<file path="src/sv/sha512_pkg.sv">
// SHA-512 engine package: types, round constants and round functions.
// Used by every module of the engine; depends on nothing.
package sha512_pkg;

  localparam int unsigned BlockBytes = 128;
  localparam int unsigned LenOffset  = 112;
  localparam int unsigned Rounds     = 80;
  localparam logic [7:0]  PadByte    = 8'h80;

  // One beat handed from the front to the back through the queue.
  typedef struct packed {
    logic [7:0] data;
    logic       present;
    logic       last;
  } item_t;

  typedef enum logic [2:0] {
    ST_IDLE,
    ST_ROUND,
    ST_ADD,
    ST_PAD,
    ST_EMIT
  } back_state_e;

  localparam logic [63:0] InitHash [8] = '{
    64'h6a09e667f3bcc908, 64'hbb67ae8584caa73b, 64'h3c6ef372fe94f82b,
    64'ha54ff53a5f1d36f1, 64'h510e527fade682d1, 64'h9b05688c2b3e6c1f,
    64'h1f83d9abfb41bd6b, 64'h5be0cd19137e2179
  };

  localparam logic [63:0] RoundK [80] = '{
    64'h428a2f98d728ae22, 64'h7137449123ef65cd, 64'hb5c0fbcfec4d3b2f, 64'he9b5dba58189dbbc,
    64'h3956c25bf348b538, 64'h59f111f1b605d019, 64'h923f82a4af194f9b, 64'hab1c5ed5da6d8118,
    64'hd807aa98a3030242, 64'h12835b0145706fbe, 64'h243185be4ee4b28c, 64'h550c7dc3d5ffb4e2,
    64'h72be5d74f27b896f, 64'h80deb1fe3b1696b1, 64'h9bdc06a725c71235, 64'hc19bf174cf692694,
    64'he49b69c19ef14ad2, 64'hefbe4786384f25e3, 64'h0fc19dc68b8cd5b5, 64'h240ca1cc77ac9c65,
    64'h2de92c6f592b0275, 64'h4a7484aa6ea6e483, 64'h5cb0a9dcbd41fbd4, 64'h76f988da831153b5,
    64'h983e5152ee66dfab, 64'ha831c66d2db43210, 64'hb00327c898fb213f, 64'hbf597fc7beef0ee4,
    64'hc6e00bf33da88fc2, 64'hd5a79147930aa725, 64'h06ca6351e003826f, 64'h142929670a0e6e70,
    64'h27b70a8546d22ffc, 64'h2e1b21385c26c926, 64'h4d2c6dfc5ac42aed, 64'h53380d139d95b3df,
    64'h650a73548baf63de, 64'h766a0abb3c77b2a8, 64'h81c2c92e47edaee6, 64'h92722c851482353b,
    64'ha2bfe8a14cf10364, 64'ha81a664bbc423001, 64'hc24b8b70d0f89791, 64'hc76c51a30654be30,
    64'hd192e819d6ef5218, 64'hd69906245565a910, 64'hf40e35855771202a, 64'h106aa07032bbd1b8,
    64'h19a4c116b8d2d0c8, 64'h1e376c085141ab53, 64'h2748774cdf8eeb99, 64'h34b0bcb5e19b48a8,
    64'h391c0cb3c5c95a63, 64'h4ed8aa4ae3418acb, 64'h5b9cca4f7763e373, 64'h682e6ff3d6b2b8a3,
    64'h748f82ee5defb2fc, 64'h78a5636f43172f60, 64'h84c87814a1f0ab72, 64'h8cc702081a6439ec,
    64'h90befffa23631e28, 64'ha4506cebde82bde9, 64'hbef9a3f7b2c67915, 64'hc67178f2e372532b,
    64'hca273eceea26619c, 64'hd186b8c721c0c207, 64'heada7dd6cde0eb1e, 64'hf57d4f7fee6ed178,
    64'h06f067aa72176fba, 64'h0a637dc5a2c898a6, 64'h113f9804bef90dae, 64'h1b710b35131c471b,
    64'h28db77f523047d84, 64'h32caab7b40c72493, 64'h3c9ebe0a15c9bebc, 64'h431d67c49c100d4c,
    64'h4cc5d4becb3e42b6, 64'h597f299cfc657e2a, 64'h5fcb6fab3ad6faec, 64'h6c44198c4a475817
  };

  function automatic logic [63:0] rotr64(input logic [63:0] x, input int unsigned n);
    rotr64 = (x >> n) | (x << (64 - n));
  endfunction

  function automatic logic [63:0] big_sigma0(input logic [63:0] x);
    big_sigma0 = rotr64(x, 28) ^ rotr64(x, 34) ^ rotr64(x, 39);
  endfunction

  function automatic logic [63:0] big_sigma1(input logic [63:0] x);
    big_sigma1 = rotr64(x, 14) ^ rotr64(x, 18) ^ rotr64(x, 41);
  endfunction

  function automatic logic [63:0] small_sigma0(input logic [63:0] x);
    small_sigma0 = rotr64(x, 1) ^ rotr64(x, 8) ^ (x >> 7);
  endfunction

  function automatic logic [63:0] small_sigma1(input logic [63:0] x);
    small_sigma1 = rotr64(x, 19) ^ rotr64(x, 61) ^ (x >> 6);
  endfunction

endpackage

</file>
<file path="src/sv/sha512_front.sv">
// Front end: accepts input beats, drops empty ones and forwards the rest.
// Depends on sha512_pkg for the item type.
module sha512_front
  import sha512_pkg::*;
(
  input  logic       clk_i,
  input  logic       rst_ni,
  input  logic       in_valid_i,
  output logic       in_ready_o,
  input  logic [7:0] data_byte_i,
  input  logic       byte_present_i,
  input  logic       message_end_i,
  output logic       fw_valid_o,
  input  logic       fw_ready_i,
  output item_t      fw_item_o
);

  logic  hold_q;
  item_t item_q;
  logic  useful;

  // A beat with neither byte nor end changes nothing and is dropped here.
  assign useful     = byte_present_i || message_end_i;
  assign in_ready_o = !hold_q || fw_ready_i;
  assign fw_valid_o = hold_q;
  assign fw_item_o  = item_q;

  always_ff @(posedge clk_i or negedge rst_ni) begin
    if (!rst_ni) begin
      hold_q <= 1'b0;
    end else if (in_ready_o) begin
      hold_q <= in_valid_i && useful;
    end
  end

  always_ff @(posedge clk_i) begin
    if (in_ready_o && in_valid_i) begin
      item_q <= '{data: data_byte_i, present: byte_present_i, last: message_end_i};
    end
  end

endmodule

</file>
<file path="config.mk">
export PLATFORM = sky130hd
export DESIGN_NAME = sha512_front
export DESIGN_NICKNAME = d
export VERILOG_FILES = /design/src/sv/sha512_pkg.sv /design/src/sv/sha512_front.sv
export SDC_FILE = /design/constraint.sdc
export NUM_CORES = 1
export LEC_CHECK = 0
export BUFFER_PORTS_ARGS = -buffer_cell sky130_fd_sc_hd__buf_2
export CAP_MARGIN = 10
export CORE_AREA = 2 2 39 41
export DETAILED_ROUTE_END_ITERATION = 8
export DIE_AREA = 0 0 41 43
export PLACE_DENSITY_LB_ADDON = 0.25
export SLEW_MARGIN = 40
export SYNTH_ARGS = -nofsm -noshare
export SYNTH_HDL_FRONTEND = slang
export SYNTH_SLANG_ARGS = --single-unit
</file>
<file path="constraint.sdc">
create_clock -name clk_i -period 1.3 [get_ports clk_i]
set_input_delay 0.195 -clock clk_i [delete_from_list [all_inputs] [get_ports clk_i]]
set_output_delay 0.195 -clock clk_i [all_outputs]
set_load 0.05 [all_outputs]
</file>
==> results.md <==
* Remaining antenna violation count after routing at 0
* CP Class: reg2out
* Clock Latency Late Sink at 0.26 ns
* DR pass1 iterations at 3
* DR vias at 242
* Total track usage at 9.10%
* Vias in the first global route at 245
* Die Wd at 41 um
* Core box area at 1380 sq um
* Synthesized net count at 29
* TritonCTS clock tree: yes
* Final global-route overflow total at 0
* P&R area growth vs syn at 51.6%
* Max stage delay on crit path at 0.42 ns
* ANT cells at 0
* Setup WS post-layout at 0.0935 ns
* 1st-iter DRT viols at 3
* Die height at 43 um
* Rel. slew slack at 83.1%
* Slowest stage cell on the critical path: dfrtp_2
* Outcome: finished, final reports clean
* Post-Synthesis Cells at 15
* Cell area after synthesis at 357 sq um
* CP Buf/Inv Count at 1
* Max Clock Skew at 0.00251 ns
* Post-Place Worst Slack at 0.291 ns
* Final Max Tran Viols at 0
* Worst Path Required at 1.11 ns
* Top achievable clock speed at 829 MHz
* Die footprint at 1760 sq um
* Final setup vio count at 0
* Max-cap violations at 0
* Routed Wire Length at 617 um
* Worst Hold Class: in2reg
* Setup total negative slack at 0 ns
* Starting density of the core at 25.8%
* Clk sinks at 11
* # DRC at 0
* Vias per cell at 3.97
* First-pass GRT wire length at 952 um
* Post-CTS Setup Bufs at 0
* Kind of cell adding the most delay to the critical path: flip-flops
* Longest Clk Path Bufs at 2
* Most frequent cells in the layout: buf_2 (25), edfxtp_1 (10), clkbuf_4 (3)
* Power Total at 0.791 mW
* CTS clock-pin slew for the worst setup and hold paths at 0.07 ns
* Initial antenna violation count at 0
* R2R setup slack at 0.30 ns
* Startpoint types: flop
* Worst-path fanout max at 3
* Net count reported at finish at 60
* Port Buffers at 25
* Fill count at 139
* Crit end category: output port
* Root Buffer: clkbuf_4
* Fin. Hold Viols at 0
* Routability cong. at 0.636
* Minimum clock period at 1.21 ns
* Max VDD drop at 0.426 mV
* Cell Chain, Critical Path: nand2b_4 -> buf_2
* RSZ-0062 raised after global routing: no
* Worst-margin pin slew at 0.255 ns
* Std-Cell Rows at 14
* Worst path arrival time at 1.01 ns
* Register area share after synthesis at 91.2%
* FF+latch count, synth at 11
* Largest net degree at the start of global routing at 11
* Leakage at 0.243 nW
* Most common cell after layout, fill and taps aside: buf_2
* CTS H-Tree Depth at 1
* Synthesis warning total at 0
* Share of cells above drive strength 1 at 71.1%
* WL per Instance at 10.1 um
* Syn avg cell area at 23.8 sq um
* Pwr per Cell Area at 1460 nW/um^2
* Io pins at 26
* Final Core Density at 39.1%
* Cell variety after synth at 6
* Period Utilization, post-route at 92.8%
* CTS buffer count at 3
-- synth_stat cells (all sizes together) --
| library cell | instances | share of area [%] |
|---|---|---|
| edfxtp | 10 | 84 |
| and2 | 1 | 2.5 |
| dfrtp | 1 | 7.0 |
| nand2 | 1 | 1.1 |
| nand2b | 1 | 3.9 |
| o21ai | 1 | 1.4 |
-- registers in the layout, summed over array words and instances, names as in the netlist --
signal / flops
fw_item_o: 10
fw_valid_o: 1
-- per-layer routing --
layer  global-route usage (%)  vias up  wire length (um)
met3                     8.38        0                86
met4                     6.00        0                 0
met1                     7.85      108               212
li1                         -      116                 -
met5                        0        -                 0
met2                     12.8       18               318
-- power by group --
group	internal (mW)	switching [mW]	total (mW)
Clock	0.114	0.115	0.228
Sequential	0.412	0.00601	0.418
Combinational	0.0378	0.107	0.144
Total	0.564	0.227	0.791
-- layout make-up --
class                           count  area [sq um]  share of cell area, %
Sequential cell                    11           327                   60.4
Tap cell                           16          20.0                   3.70
Timing Repair Buffer               26           135                   25.0
Multi-Input combinational cell      4          31.3                   5.79
Clock inverter                      1          5.00                  0.926
Clock buffer                        3          22.5                   4.17
-- kinds of logic after synthesis --
group | count (synthesis) | share of synthesized area, %
DFF | 11 | 91.2
and+or+nand+nor | 3 | 7.37
AOI/OAI and AO/OA | 1 | 1.40
-- path summary, 6_finish.rpt --
path	depth (start not counted)	startpoint	to
max in group asynchronous	2	rst_ni	fw_valid_o$_DFFE_PN0P_
worst max register to register	2	fw_valid_o$_DFFE_PN0P_	fw_item_o[2]$_DFFE_PP_
worst max-delay path	2	fw_valid_o$_DFFE_PN0P_	in_ready_o
worst min register to register	2	fw_valid_o$_DFFE_PN0P_	fw_valid_o$_DFFE_PN0P_
worst min-delay path	1	data_byte_i[3]	fw_item_o[5]$_DFFE_PP_
min in group asynchronous	2	rst_ni	fw_valid_o$_DFFE_PN0P_
-- timing repair --
item                      4_1_cts  5_1_grt
resized for setup               0        0
hold buffers                    1        0
hold endpoints to repair        1        0
-- through the flow --
step	area (sq um)	instances	hold WS [ns]
finish	541	61	0.100
global route	541	61	0.0751
CTS	541	61	0.0878
detailed placement	503	56	-0.0261
global placement	503	56	-0.0301
floorplan	358	15	-0.101
(Power assumes the default switching activity.)
