## config.mk

```make
export PLATFORM = sky130hd
export DESIGN_NAME = sha512_queue
export DESIGN_NICKNAME = d
export VERILOG_FILES = /design/src/sv/sha512_pkg.sv /design/src/sv/sha512_queue.sv
export SDC_FILE = /design/constraint.sdc
export NUM_CORES = 1
export LEC_CHECK = 0
export BUFFER_PORTS_ARGS = -buffer_cell sky130_fd_sc_hd__buf_4
export CORE_MARGIN = 10
export CORE_UTILIZATION = 49
export DETAILED_ROUTE_END_ITERATION = 6
export PLACE_DENSITY_LB_ADDON = 0.2
export SLEW_MARGIN = 15
export SYNTH_ARGS = -nofsm -noshare
export SYNTH_HDL_FRONTEND = slang
export SYNTH_SLANG_ARGS = --single-unit
export TNS_END_PERCENT = 100
```

## constraint.sdc

```tcl
create_clock -name clk_i -period 2.05 [get_ports clk_i]
set_input_delay 0.3075 -clock clk_i [delete_from_list [all_inputs] [get_ports clk_i]]
set_output_delay 0.3075 -clock clk_i [all_outputs]
set_load 0.01 [all_outputs]
```

## src/sv/sha512_pkg.sv

```systemverilog
// SHA-512 engine package: types, round constants and round functions.
// Used by every module of the engine; depends on nothing.
package sha512_pkg;

  localparam int unsigned BlockBytes = 128;
  localparam int unsigned LenOffset  = 112;
  localparam int unsigned Rounds     = 80;
  localparam logic [7:0]  PadByte    = 8'h80;

  // One beat handed from the front to the back through the queue.
  typedef struct packed {
    logic [7:0] data;
    logic       present;
    logic       last;
  } item_t;

  typedef enum logic [2:0] {
    ST_IDLE,
    ST_ROUND,
    ST_ADD,
    ST_PAD,
    ST_EMIT
  } back_state_e;

  localparam logic [63:0] InitHash [8] = '{
    64'h6a09e667f3bcc908, 64'hbb67ae8584caa73b, 64'h3c6ef372fe94f82b,
    64'ha54ff53a5f1d36f1, 64'h510e527fade682d1, 64'h9b05688c2b3e6c1f,
    64'h1f83d9abfb41bd6b, 64'h5be0cd19137e2179
  };

  localparam logic [63:0] RoundK [80] = '{
    64'h428a2f98d728ae22, 64'h7137449123ef65cd, 64'hb5c0fbcfec4d3b2f, 64'he9b5dba58189dbbc,
    64'h3956c25bf348b538, 64'h59f111f1b605d019, 64'h923f82a4af194f9b, 64'hab1c5ed5da6d8118,
    64'hd807aa98a3030242, 64'h12835b0145706fbe, 64'h243185be4ee4b28c, 64'h550c7dc3d5ffb4e2,
    64'h72be5d74f27b896f, 64'h80deb1fe3b1696b1, 64'h9bdc06a725c71235, 64'hc19bf174cf692694,
    64'he49b69c19ef14ad2, 64'hefbe4786384f25e3, 64'h0fc19dc68b8cd5b5, 64'h240ca1cc77ac9c65,
    64'h2de92c6f592b0275, 64'h4a7484aa6ea6e483, 64'h5cb0a9dcbd41fbd4, 64'h76f988da831153b5,
    64'h983e5152ee66dfab, 64'ha831c66d2db43210, 64'hb00327c898fb213f, 64'hbf597fc7beef0ee4,
    64'hc6e00bf33da88fc2, 64'hd5a79147930aa725, 64'h06ca6351e003826f, 64'h142929670a0e6e70,
    64'h27b70a8546d22ffc, 64'h2e1b21385c26c926, 64'h4d2c6dfc5ac42aed, 64'h53380d139d95b3df,
    64'h650a73548baf63de, 64'h766a0abb3c77b2a8, 64'h81c2c92e47edaee6, 64'h92722c851482353b,
    64'ha2bfe8a14cf10364, 64'ha81a664bbc423001, 64'hc24b8b70d0f89791, 64'hc76c51a30654be30,
    64'hd192e819d6ef5218, 64'hd69906245565a910, 64'hf40e35855771202a, 64'h106aa07032bbd1b8,
    64'h19a4c116b8d2d0c8, 64'h1e376c085141ab53, 64'h2748774cdf8eeb99, 64'h34b0bcb5e19b48a8,
    64'h391c0cb3c5c95a63, 64'h4ed8aa4ae3418acb, 64'h5b9cca4f7763e373, 64'h682e6ff3d6b2b8a3,
    64'h748f82ee5defb2fc, 64'h78a5636f43172f60, 64'h84c87814a1f0ab72, 64'h8cc702081a6439ec,
    64'h90befffa23631e28, 64'ha4506cebde82bde9, 64'hbef9a3f7b2c67915, 64'hc67178f2e372532b,
    64'hca273eceea26619c, 64'hd186b8c721c0c207, 64'heada7dd6cde0eb1e, 64'hf57d4f7fee6ed178,
    64'h06f067aa72176fba, 64'h0a637dc5a2c898a6, 64'h113f9804bef90dae, 64'h1b710b35131c471b,
    64'h28db77f523047d84, 64'h32caab7b40c72493, 64'h3c9ebe0a15c9bebc, 64'h431d67c49c100d4c,
    64'h4cc5d4becb3e42b6, 64'h597f299cfc657e2a, 64'h5fcb6fab3ad6faec, 64'h6c44198c4a475817
  };

  function automatic logic [63:0] rotr64(input logic [63:0] x, input int unsigned n);
    rotr64 = (x >> n) | (x << (64 - n));
  endfunction

  function automatic logic [63:0] big_sigma0(input logic [63:0] x);
    big_sigma0 = rotr64(x, 28) ^ rotr64(x, 34) ^ rotr64(x, 39);
  endfunction

  function automatic logic [63:0] big_sigma1(input logic [63:0] x);
    big_sigma1 = rotr64(x, 14) ^ rotr64(x, 18) ^ rotr64(x, 41);
  endfunction

  function automatic logic [63:0] small_sigma0(input logic [63:0] x);
    small_sigma0 = rotr64(x, 1) ^ rotr64(x, 8) ^ (x >> 7);
  endfunction

  function automatic logic [63:0] small_sigma1(input logic [63:0] x);
    small_sigma1 = rotr64(x, 19) ^ rotr64(x, 61) ^ (x >> 6);
  endfunction

endpackage

```

## src/sv/sha512_queue.sv

```systemverilog
// Two-entry queue that parts the front end from the compression back end.
// Depends on sha512_pkg for the item type.
module sha512_queue
  import sha512_pkg::*;
(
  input  logic  clk_i,
  input  logic  rst_ni,
  input  logic  wr_valid_i,
  output logic  wr_ready_o,
  input  item_t wr_item_i,
  output logic  rd_valid_o,
  input  logic  rd_ready_i,
  output item_t rd_item_o
);

  item_t      mem_q [2];
  logic       wr_ptr_q, rd_ptr_q;
  logic [1:0] count_q;
  logic       push, pop;

  assign wr_ready_o = (count_q != 2'd2);
  assign rd_valid_o = (count_q != 2'd0);
  assign rd_item_o  = mem_q[rd_ptr_q];
  assign push = wr_valid_i && wr_ready_o;
  assign pop  = rd_valid_o && rd_ready_i;

  // Storage for the queued beats.
  always_ff @(posedge clk_i) begin
    if (push) begin
      mem_q[wr_ptr_q] <= wr_item_i;
    end
  end

  // Pointers and occupancy.
  always_ff @(posedge clk_i or negedge rst_ni) begin
    if (!rst_ni) begin
      wr_ptr_q <= 1'b0;
      rd_ptr_q <= 1'b0;
      count_q  <= 2'd0;
    end else begin
      if (push) wr_ptr_q <= ~wr_ptr_q;
      if (pop)  rd_ptr_q <= ~rd_ptr_q;
      count_q <= count_q + {1'b0, push} - {1'b0, pop};
    end
  end

endmodule

```

==> results.md, run 1 <==
* Outcome: finished, final reports clean
* Clock buffer depth at 2
* Critical-path top delay cell: dfrtp_1
* Startpoint types: register
* CORE AREA at 0.00175 sq mm
* Post-CTS Setup Repair Bufs at 0
* Final setup violation count at 0
* Antenna diodes at 0
* Total GRT Usage at 7.03%
* Crit path time final at 1.82 ns
* H-tree levels at 1
* Sequential Power Share at 50.3%
* Hold Slack at 0.180 ns
* Logic pwr share at 36.3%
* Fillers at 124
* Share of cells above drive strength 1 at 40.5%
* Data arrival, critical path at 1.51 ns
* Leak at 0.472 nW
* Slew Limit Fails at 0
* Int Power at 1.06 mW
* Multi-input logic area at 208 sq um
* Die width at 63.3 um
* Worst-path clk slew at 0.12 ns
* Vias in the first global route at 517
* Least-Margin Pin Slew at 0.492 ns
* Met1 Use GR at 7.86%
* Area Growth Syn to Fin at 28.9%
* Post-Syn Area at 917 sq um
* CTS hold repair buffers at 1
* Met3 Use GR at 3.18%
* Yosys warning count at 0
* Fin crit share at 88.7%
* CP Capture Type: output pin
* Largest cells by area after synthesis: edfxtp_1 (65%), mux2_1 (11%), dfrtp_1 (11%)
* Post-route ant nets at 0
* CP Buf/Inv Count at 1
* Switching Fraction at 29.8%
* Sequential fraction of the synthesis area at 76.4%
* Area share of the largest cell type after synthesis at 65.5%
* Reg area at 701 sq um
* Max cap viols at 0
* Final core occ at 67.7%
* Crit path cell chain: mux2_2 > buf_4
* VDD IR max at 0.689 mV
* Vias post-DR at 472
* Starting Density at 52.5%
* Met2 global-route usage at 11.2%
* Hold Violations, Final at 0
* GP Congestion at 0.681
* Clock Skew at 0.000764 ns
* Cell Rows at 15
* Slew headroom at 67.2%
* GRT overflow at 0
* Synthesis-stage register bit count at 24
* Clk sink count at 24
* Post-Route Setup TNS at 0 ns
* Vert. Die Dim at 63.3 um
* Io pins at 26
* Clk_lat worst skew at 0.30 ns
* Number of DRC markers in iteration 0 at 2
* TritonCTS clock tree: done
* Setup WS pre-CTS at 0.372 ns
* Global routing's busiest layer: met2
* # nets final at 96
* CP delay by family, top: flip-flops
* Total die area at 0.00400 sq mm
* Root Driver: clkbuf_4
* Mapped Cells at 48
* Port bufs at 25
* Routed len/inst at 13.7 um
* Clk pwr share at 13.3%
* Post-Syn Nets at 64
* Mapped Avg Cell Area at 19.1 sq um
* Resized Gates After CTS at 0
* First-pass GRT wire length at 2300 um
* WS Path Type: reg -> out
* PwrDens at 1280 mW/mm^2
* Final worst setup slack at 0.231 ns
* Initial antenna violation count at 0
* Post-synth top area cell: edfxtp_1
* Dpl hpwl at 1070 um
* Largest net degree at the start of global routing at 14
* WP data required at 1.74 ns
* Crit Path Max Fanout at 11
* DRC Markers at 0
* CTS Buf Count at 3
* Non-filler instance count after layout at 104
* RSZ-0062 raised after global routing: no
* Switching power at 0.451 mW
* DR vias/cell at 4.54
* Fmax at 550 MHz
* Hold/Removal Path Class: in -> reg
* Post-Place Cells at 99
* Max incr delay on CP at 0.67 ns
* Drt total wl at 1430 um
* Distinct cell type count after synthesis at 15
* First-pass DRT Iterations at 3
## per-stage QoR
stage	cell area [sq um]	total power, mW
floorplan	917	1.07
global placement	1150	1.33
detailed placement	1150	1.34
CTS	1180	1.54
global route	1180	1.62
finish	1180	1.51
## area by class of cell
class	count	area share, %
Timing Repair Buffer	28	18.0
Inverter	1	0.317
Sequential cell	24	59.3
Multi-Input combinational cell	22	17.6
Tap cell	25	2.65
Clock buffer	4	2.22
## worst paths after layout
check                                          start                     to  slack, ns  depth (start not counted)
worst max-delay path            rd_ptr_q$_DFFE_PN0P_           rd_item_o[9]       0.23                          2
worst max register to register  count_q[1]$_DFF_PN0_   count_q[1]$_DFF_PN0_       0.36                          7
worst min-delay path                    wr_item_i[0]  mem_q[0][0]$_DFFE_PP_       0.18                          1
worst min register to register  wr_ptr_q$_DFFE_PN0N_   wr_ptr_q$_DFFE_PN0N_       0.51                          1
max in group asynchronous                     rst_ni   rd_ptr_q$_DFFE_PN0P_       1.63                          2
min in group asynchronous                     rst_ni   count_q[0]$_DFF_PN0_       0.32                          2
## layer usage
metal	wire length, um	vias to the layer above
met5	0	-
met4	0	0
met3	91	0
met2	672	15
met1	663	219
li1	-	238
## power by group through the flow
stage	Combinational [mW]	Sequential [mW]	Clock, mW
2_1_floorplan	0.350	0.724	0
3_3_place_gp	0.561	0.772	0
3_5_place_dp	0.563	0.775	0
4_1_cts	0.566	0.766	0.210
5_1_grt	0.606	0.783	0.226
6_report	0.551	0.763	0.202
## Yosys cell counts
master and number:
inv_1 1, mux2_1 9, xor2_1 1, nand2_1 1, mux2_2 1, xnor2_1 3, ha_1 2, and3_1 1
nor2_1 1, nand2b_1 1, and2_4 1, or2_1 1, buf_2 1, dfrtp_1 4, edfxtp_1 20
## kinds of logic after synthesis
logic type / Yosys count / share of synthesized area, %
xor+xnor: 4 / 3.82
flops: 24 / 76.4
fa+ha+maj: 2 / 2.73
mux: 10 / 12.3
buf+inv: 2 / 0.954
simple gates: 6 / 3.82
## state kept, by name, indices dropped and copies added, names as in the netlist
register  flops
mem_q        20
count_q       2
rd_ptr_q      1
wr_ptr_q      1
## placed cells by master, fill, tap and decap left out, drive strengths merged
master	n
and2	1
xor2	1
ha	2
inv	1
xnor2	3
and3	1
nor2	1
clkbuf	4
dlygate4sd3	1
mux2	10
or2	1
edfxtp	20
dfrtp	4
nand2b	1
nand2	1
buf	27
Note: power is estimated with default switching activity, not from simulation.
==> run 2, diff against run 1 <==
CORE_UTILIZATION = 50   (was 49)
clock period = 2.34 ns   (was 2.05 ns; I/O delays follow)
==> run 2 against run 1 <==
Global-route usage up 1.1 points. Cell area up 0.21%. Clock-buffer cell count unchanged. Die area down 1.4%. Flip-flop and latch count unchanged. Clock power about the same. Critical path depth unchanged. Sequential power down 13%. Worst setup slack better by 0.28 ns. Total power down 11%. Largest power group unchanged.
==> results.md, run 2 (synthesized netlist as in run 1, its figures left out) <==
* Worst Hold Path EP: mem_q[0][9]$_DFFE_PP_
* Fin crit share at 78.4%
* Cell Rows at 15 (unchanged)
* Max cap viols at 0 (unchanged)
* Initial antenna violation count at 0 (unchanged)
* Reg area at 701 sq um (unchanged)
* Clock Skew at 0.00129 ns (+0.000521 ns)
* CP Capture Type: output pin
* DRC Markers at 0 (unchanged)
* Commonest non-fill, non-tap cells in the layout: buf_4 (26), edfxtp_1 (20), mux2_1 (9)
* Number of DRC markers in iteration 0 at 23 (+21)
* CORE AREA at 0.00173 sq mm (-1.1%)
* Total die area at 0.00395 sq mm (-1.4%)
* Vias post-DR at 486 (+3.0%)
* TritonCTS clock tree: done
* # nets final at 95 (-1.0%)
* VDD IR max at 0.641 mV (-6.9%)
* Hold Violations, Final at 0 (unchanged)
* Io pins at 26 (unchanged)
* Root Driver: clkbuf_4
* Critical-path top delay cell: dfrtp_1
* Leak at 0.473 nW (+0.17%)
* Area Growth Syn to Fin at 29.2%
* Fmax at 545 MHz
* Worst-case reg-to-reg path depth at 7 (unchanged)
* Commonest non-fill, non-tap cell in the layout: buf_4
* Final setup violation count at 0 (unchanged)
* Share of cells above drive strength 1 at 41.0% (+0.52 points)
* Vias in the first global route at 590 (+14%)
* First-pass GRT wire length at 2550 um (+11%)
* Port bufs at 25 (unchanged)
* H-tree levels at 1 (unchanged)
* Largest net degree at the start of global routing at 14 (unchanged)
* DR vias/cell at 4.72 (+4.0%)
* WP data required at 1.99 ns (+0.25 ns)
* Outcome: finished, final reports clean
* Max incr delay on CP at 0.65 ns (-0.02 ns)
* WS Path Type: reg -> out
* GRT overflow at 0 (unchanged)
* Post-CTS Setup Repair Bufs at 0 (unchanged)
* Worst R2R Setup Slack at 0.66 ns (+0.30 ns)
* Fillers at 138 (+11%)
* Hold/Removal Path Class: in -> reg
* Routed len/inst at 14.7 um (+6.8%)
* Crit Path Max Fanout at 11 (unchanged)
* CP Buf/Inv Count at 1 (unchanged)
* Vert. Die Dim at 62.8 um (-0.69%)
* Setup WS pre-CTS at 0.691 ns (+0.319 ns)
* GP Congestion at 0.733 (+7.6%)
* Die width at 62.8 um (-0.69%)
* R2R Path End: count_q[1]$_DFF_PN0_
* Final worst setup slack at 0.506 ns (+0.275 ns)
* Hold depth at 1 (unchanged)
* Crit path cell chain: mux2_1 > buf_4
* Worst-path clk slew at 0.12 ns (about the same)
* Clk sink count at 24 (unchanged)
* Startpoint types: register
* Least-Margin Pin Slew at 0.469 ns (-0.0232 ns)
* Most flop-heavy register: mem_q
* Drt total wl at 1510 um (+5.7%)
* Multi-input logic area at 208 sq um (unchanged)
* CTS Buf Count at 3 (unchanged)
* Max FFs per register at 20 (unchanged)
* Post-Route Setup TNS at 0 ns (unchanged)
* Clock buffer depth at 2 (unchanged)
* Clk_lat worst skew at 0.30 ns (about the same)
* Starting Density at 53.1% (+0.57 points)
* Post-route ant nets at 0 (unchanged)
* CP delay by family, top: flip-flops
* FF-to-FF Start: count_q[1]$_DFF_PN0_
* Top Registers: mem_q: 20 flops, count_q: 2 flops
* First-pass DRT Iterations at 4 (+1)
* PwrDens at 1140 mW/mm^2 (-11%)
* Slew Limit Fails at 0 (unchanged)
* RSZ-0062 raised after global routing: no
* Data arrival, critical path at 1.48 ns (-0.03 ns)
* Total GRT Usage at 8.12% (+1.1 points)
* Crit path time final at 1.83 ns
* Antenna diodes at 0 (unchanged)
* Slew headroom at 68.8% (+1.5 points)
* Hold Path Origin: wr_item_i[9]
==> run 2: cell count changes in the layout (fill, tap and decap cells not counted) <==
cell	delta
buf_4	-1
clkbuf_1	-1
clkbuf_8	+1
==> run 2: power breakdown <==
group | internal, mW | total, mW | switching (mW)
registers | 0.595 | 0.666 | 0.0711
clock network | 0.0948 | 0.203 | 0.108
logic | 0.265 | 0.480 | 0.214
total | 0.955 | 1.35 | 0.394
==> run 2: repair_timing <==
action                    in CTS  in global routing
gates resized for setup        0                  0
hold endpoints to repair       4                  0
hold buffers                   1                  0
==> run 2: layout make-up <==
class | count | share of cell area [%]
multi-input combinational | 22 | 17.5
tap | 25 | 2.64
inverter | 1 | 0.317
sequential | 24 | 59.1
timing repair buffer | 27 | 17.3
clock buffer | 4 | 3.06
==> run 2: metrics by stage <==
stage                     utilization [%]  instance area, sq um  power, mW  cells  hold WS [ns]
after floorplan                         -                   917      0.941     48        0.0554
after global placement               65.9                  1140       1.15     98         0.151
after detailed placement             65.9                  1140       1.17     98         0.150
after CTS                            68.6                  1180       1.38    103         0.213
after global routing                 68.6                  1180       1.45    103         0.196
final                                68.6                  1180       1.35    103         0.228
==> run 2: worst max-delay path by stage <==
stage | start | endpoint | slack (ns) | cells after the start
finish | rd_ptr_q$_DFFE_PN0P_ | rd_item_o[5] | 0.51 | 2
global route | rd_ptr_q$_DFFE_PN0P_ | rd_item_o[9] | 0.40 | 2
CTS | rd_ptr_q$_DFFE_PN0P_ | rd_item_o[9] | 0.48 | 2
detailed placement | count_q[1]$_DFF_PN0_ | count_q[1]$_DFF_PN0_ | 0.69 | 7
global placement | count_q[1]$_DFF_PN0_ | count_q[1]$_DFF_PN0_ | 0.71 | 7
floorplan | count_q[1]$_DFF_PN0_ | count_q[1]$_DFF_PN0_ | 0.68 | 7
==> run 2: routing by layer <==
layer,GRT usage (%),part of all wire [%],vias up
li1,-,-,238
met1,7.02,38,234
met2,15.3,55,12
met3,3.58,5.8,2
met4,4.19,0.33,0
met5,0,0,-
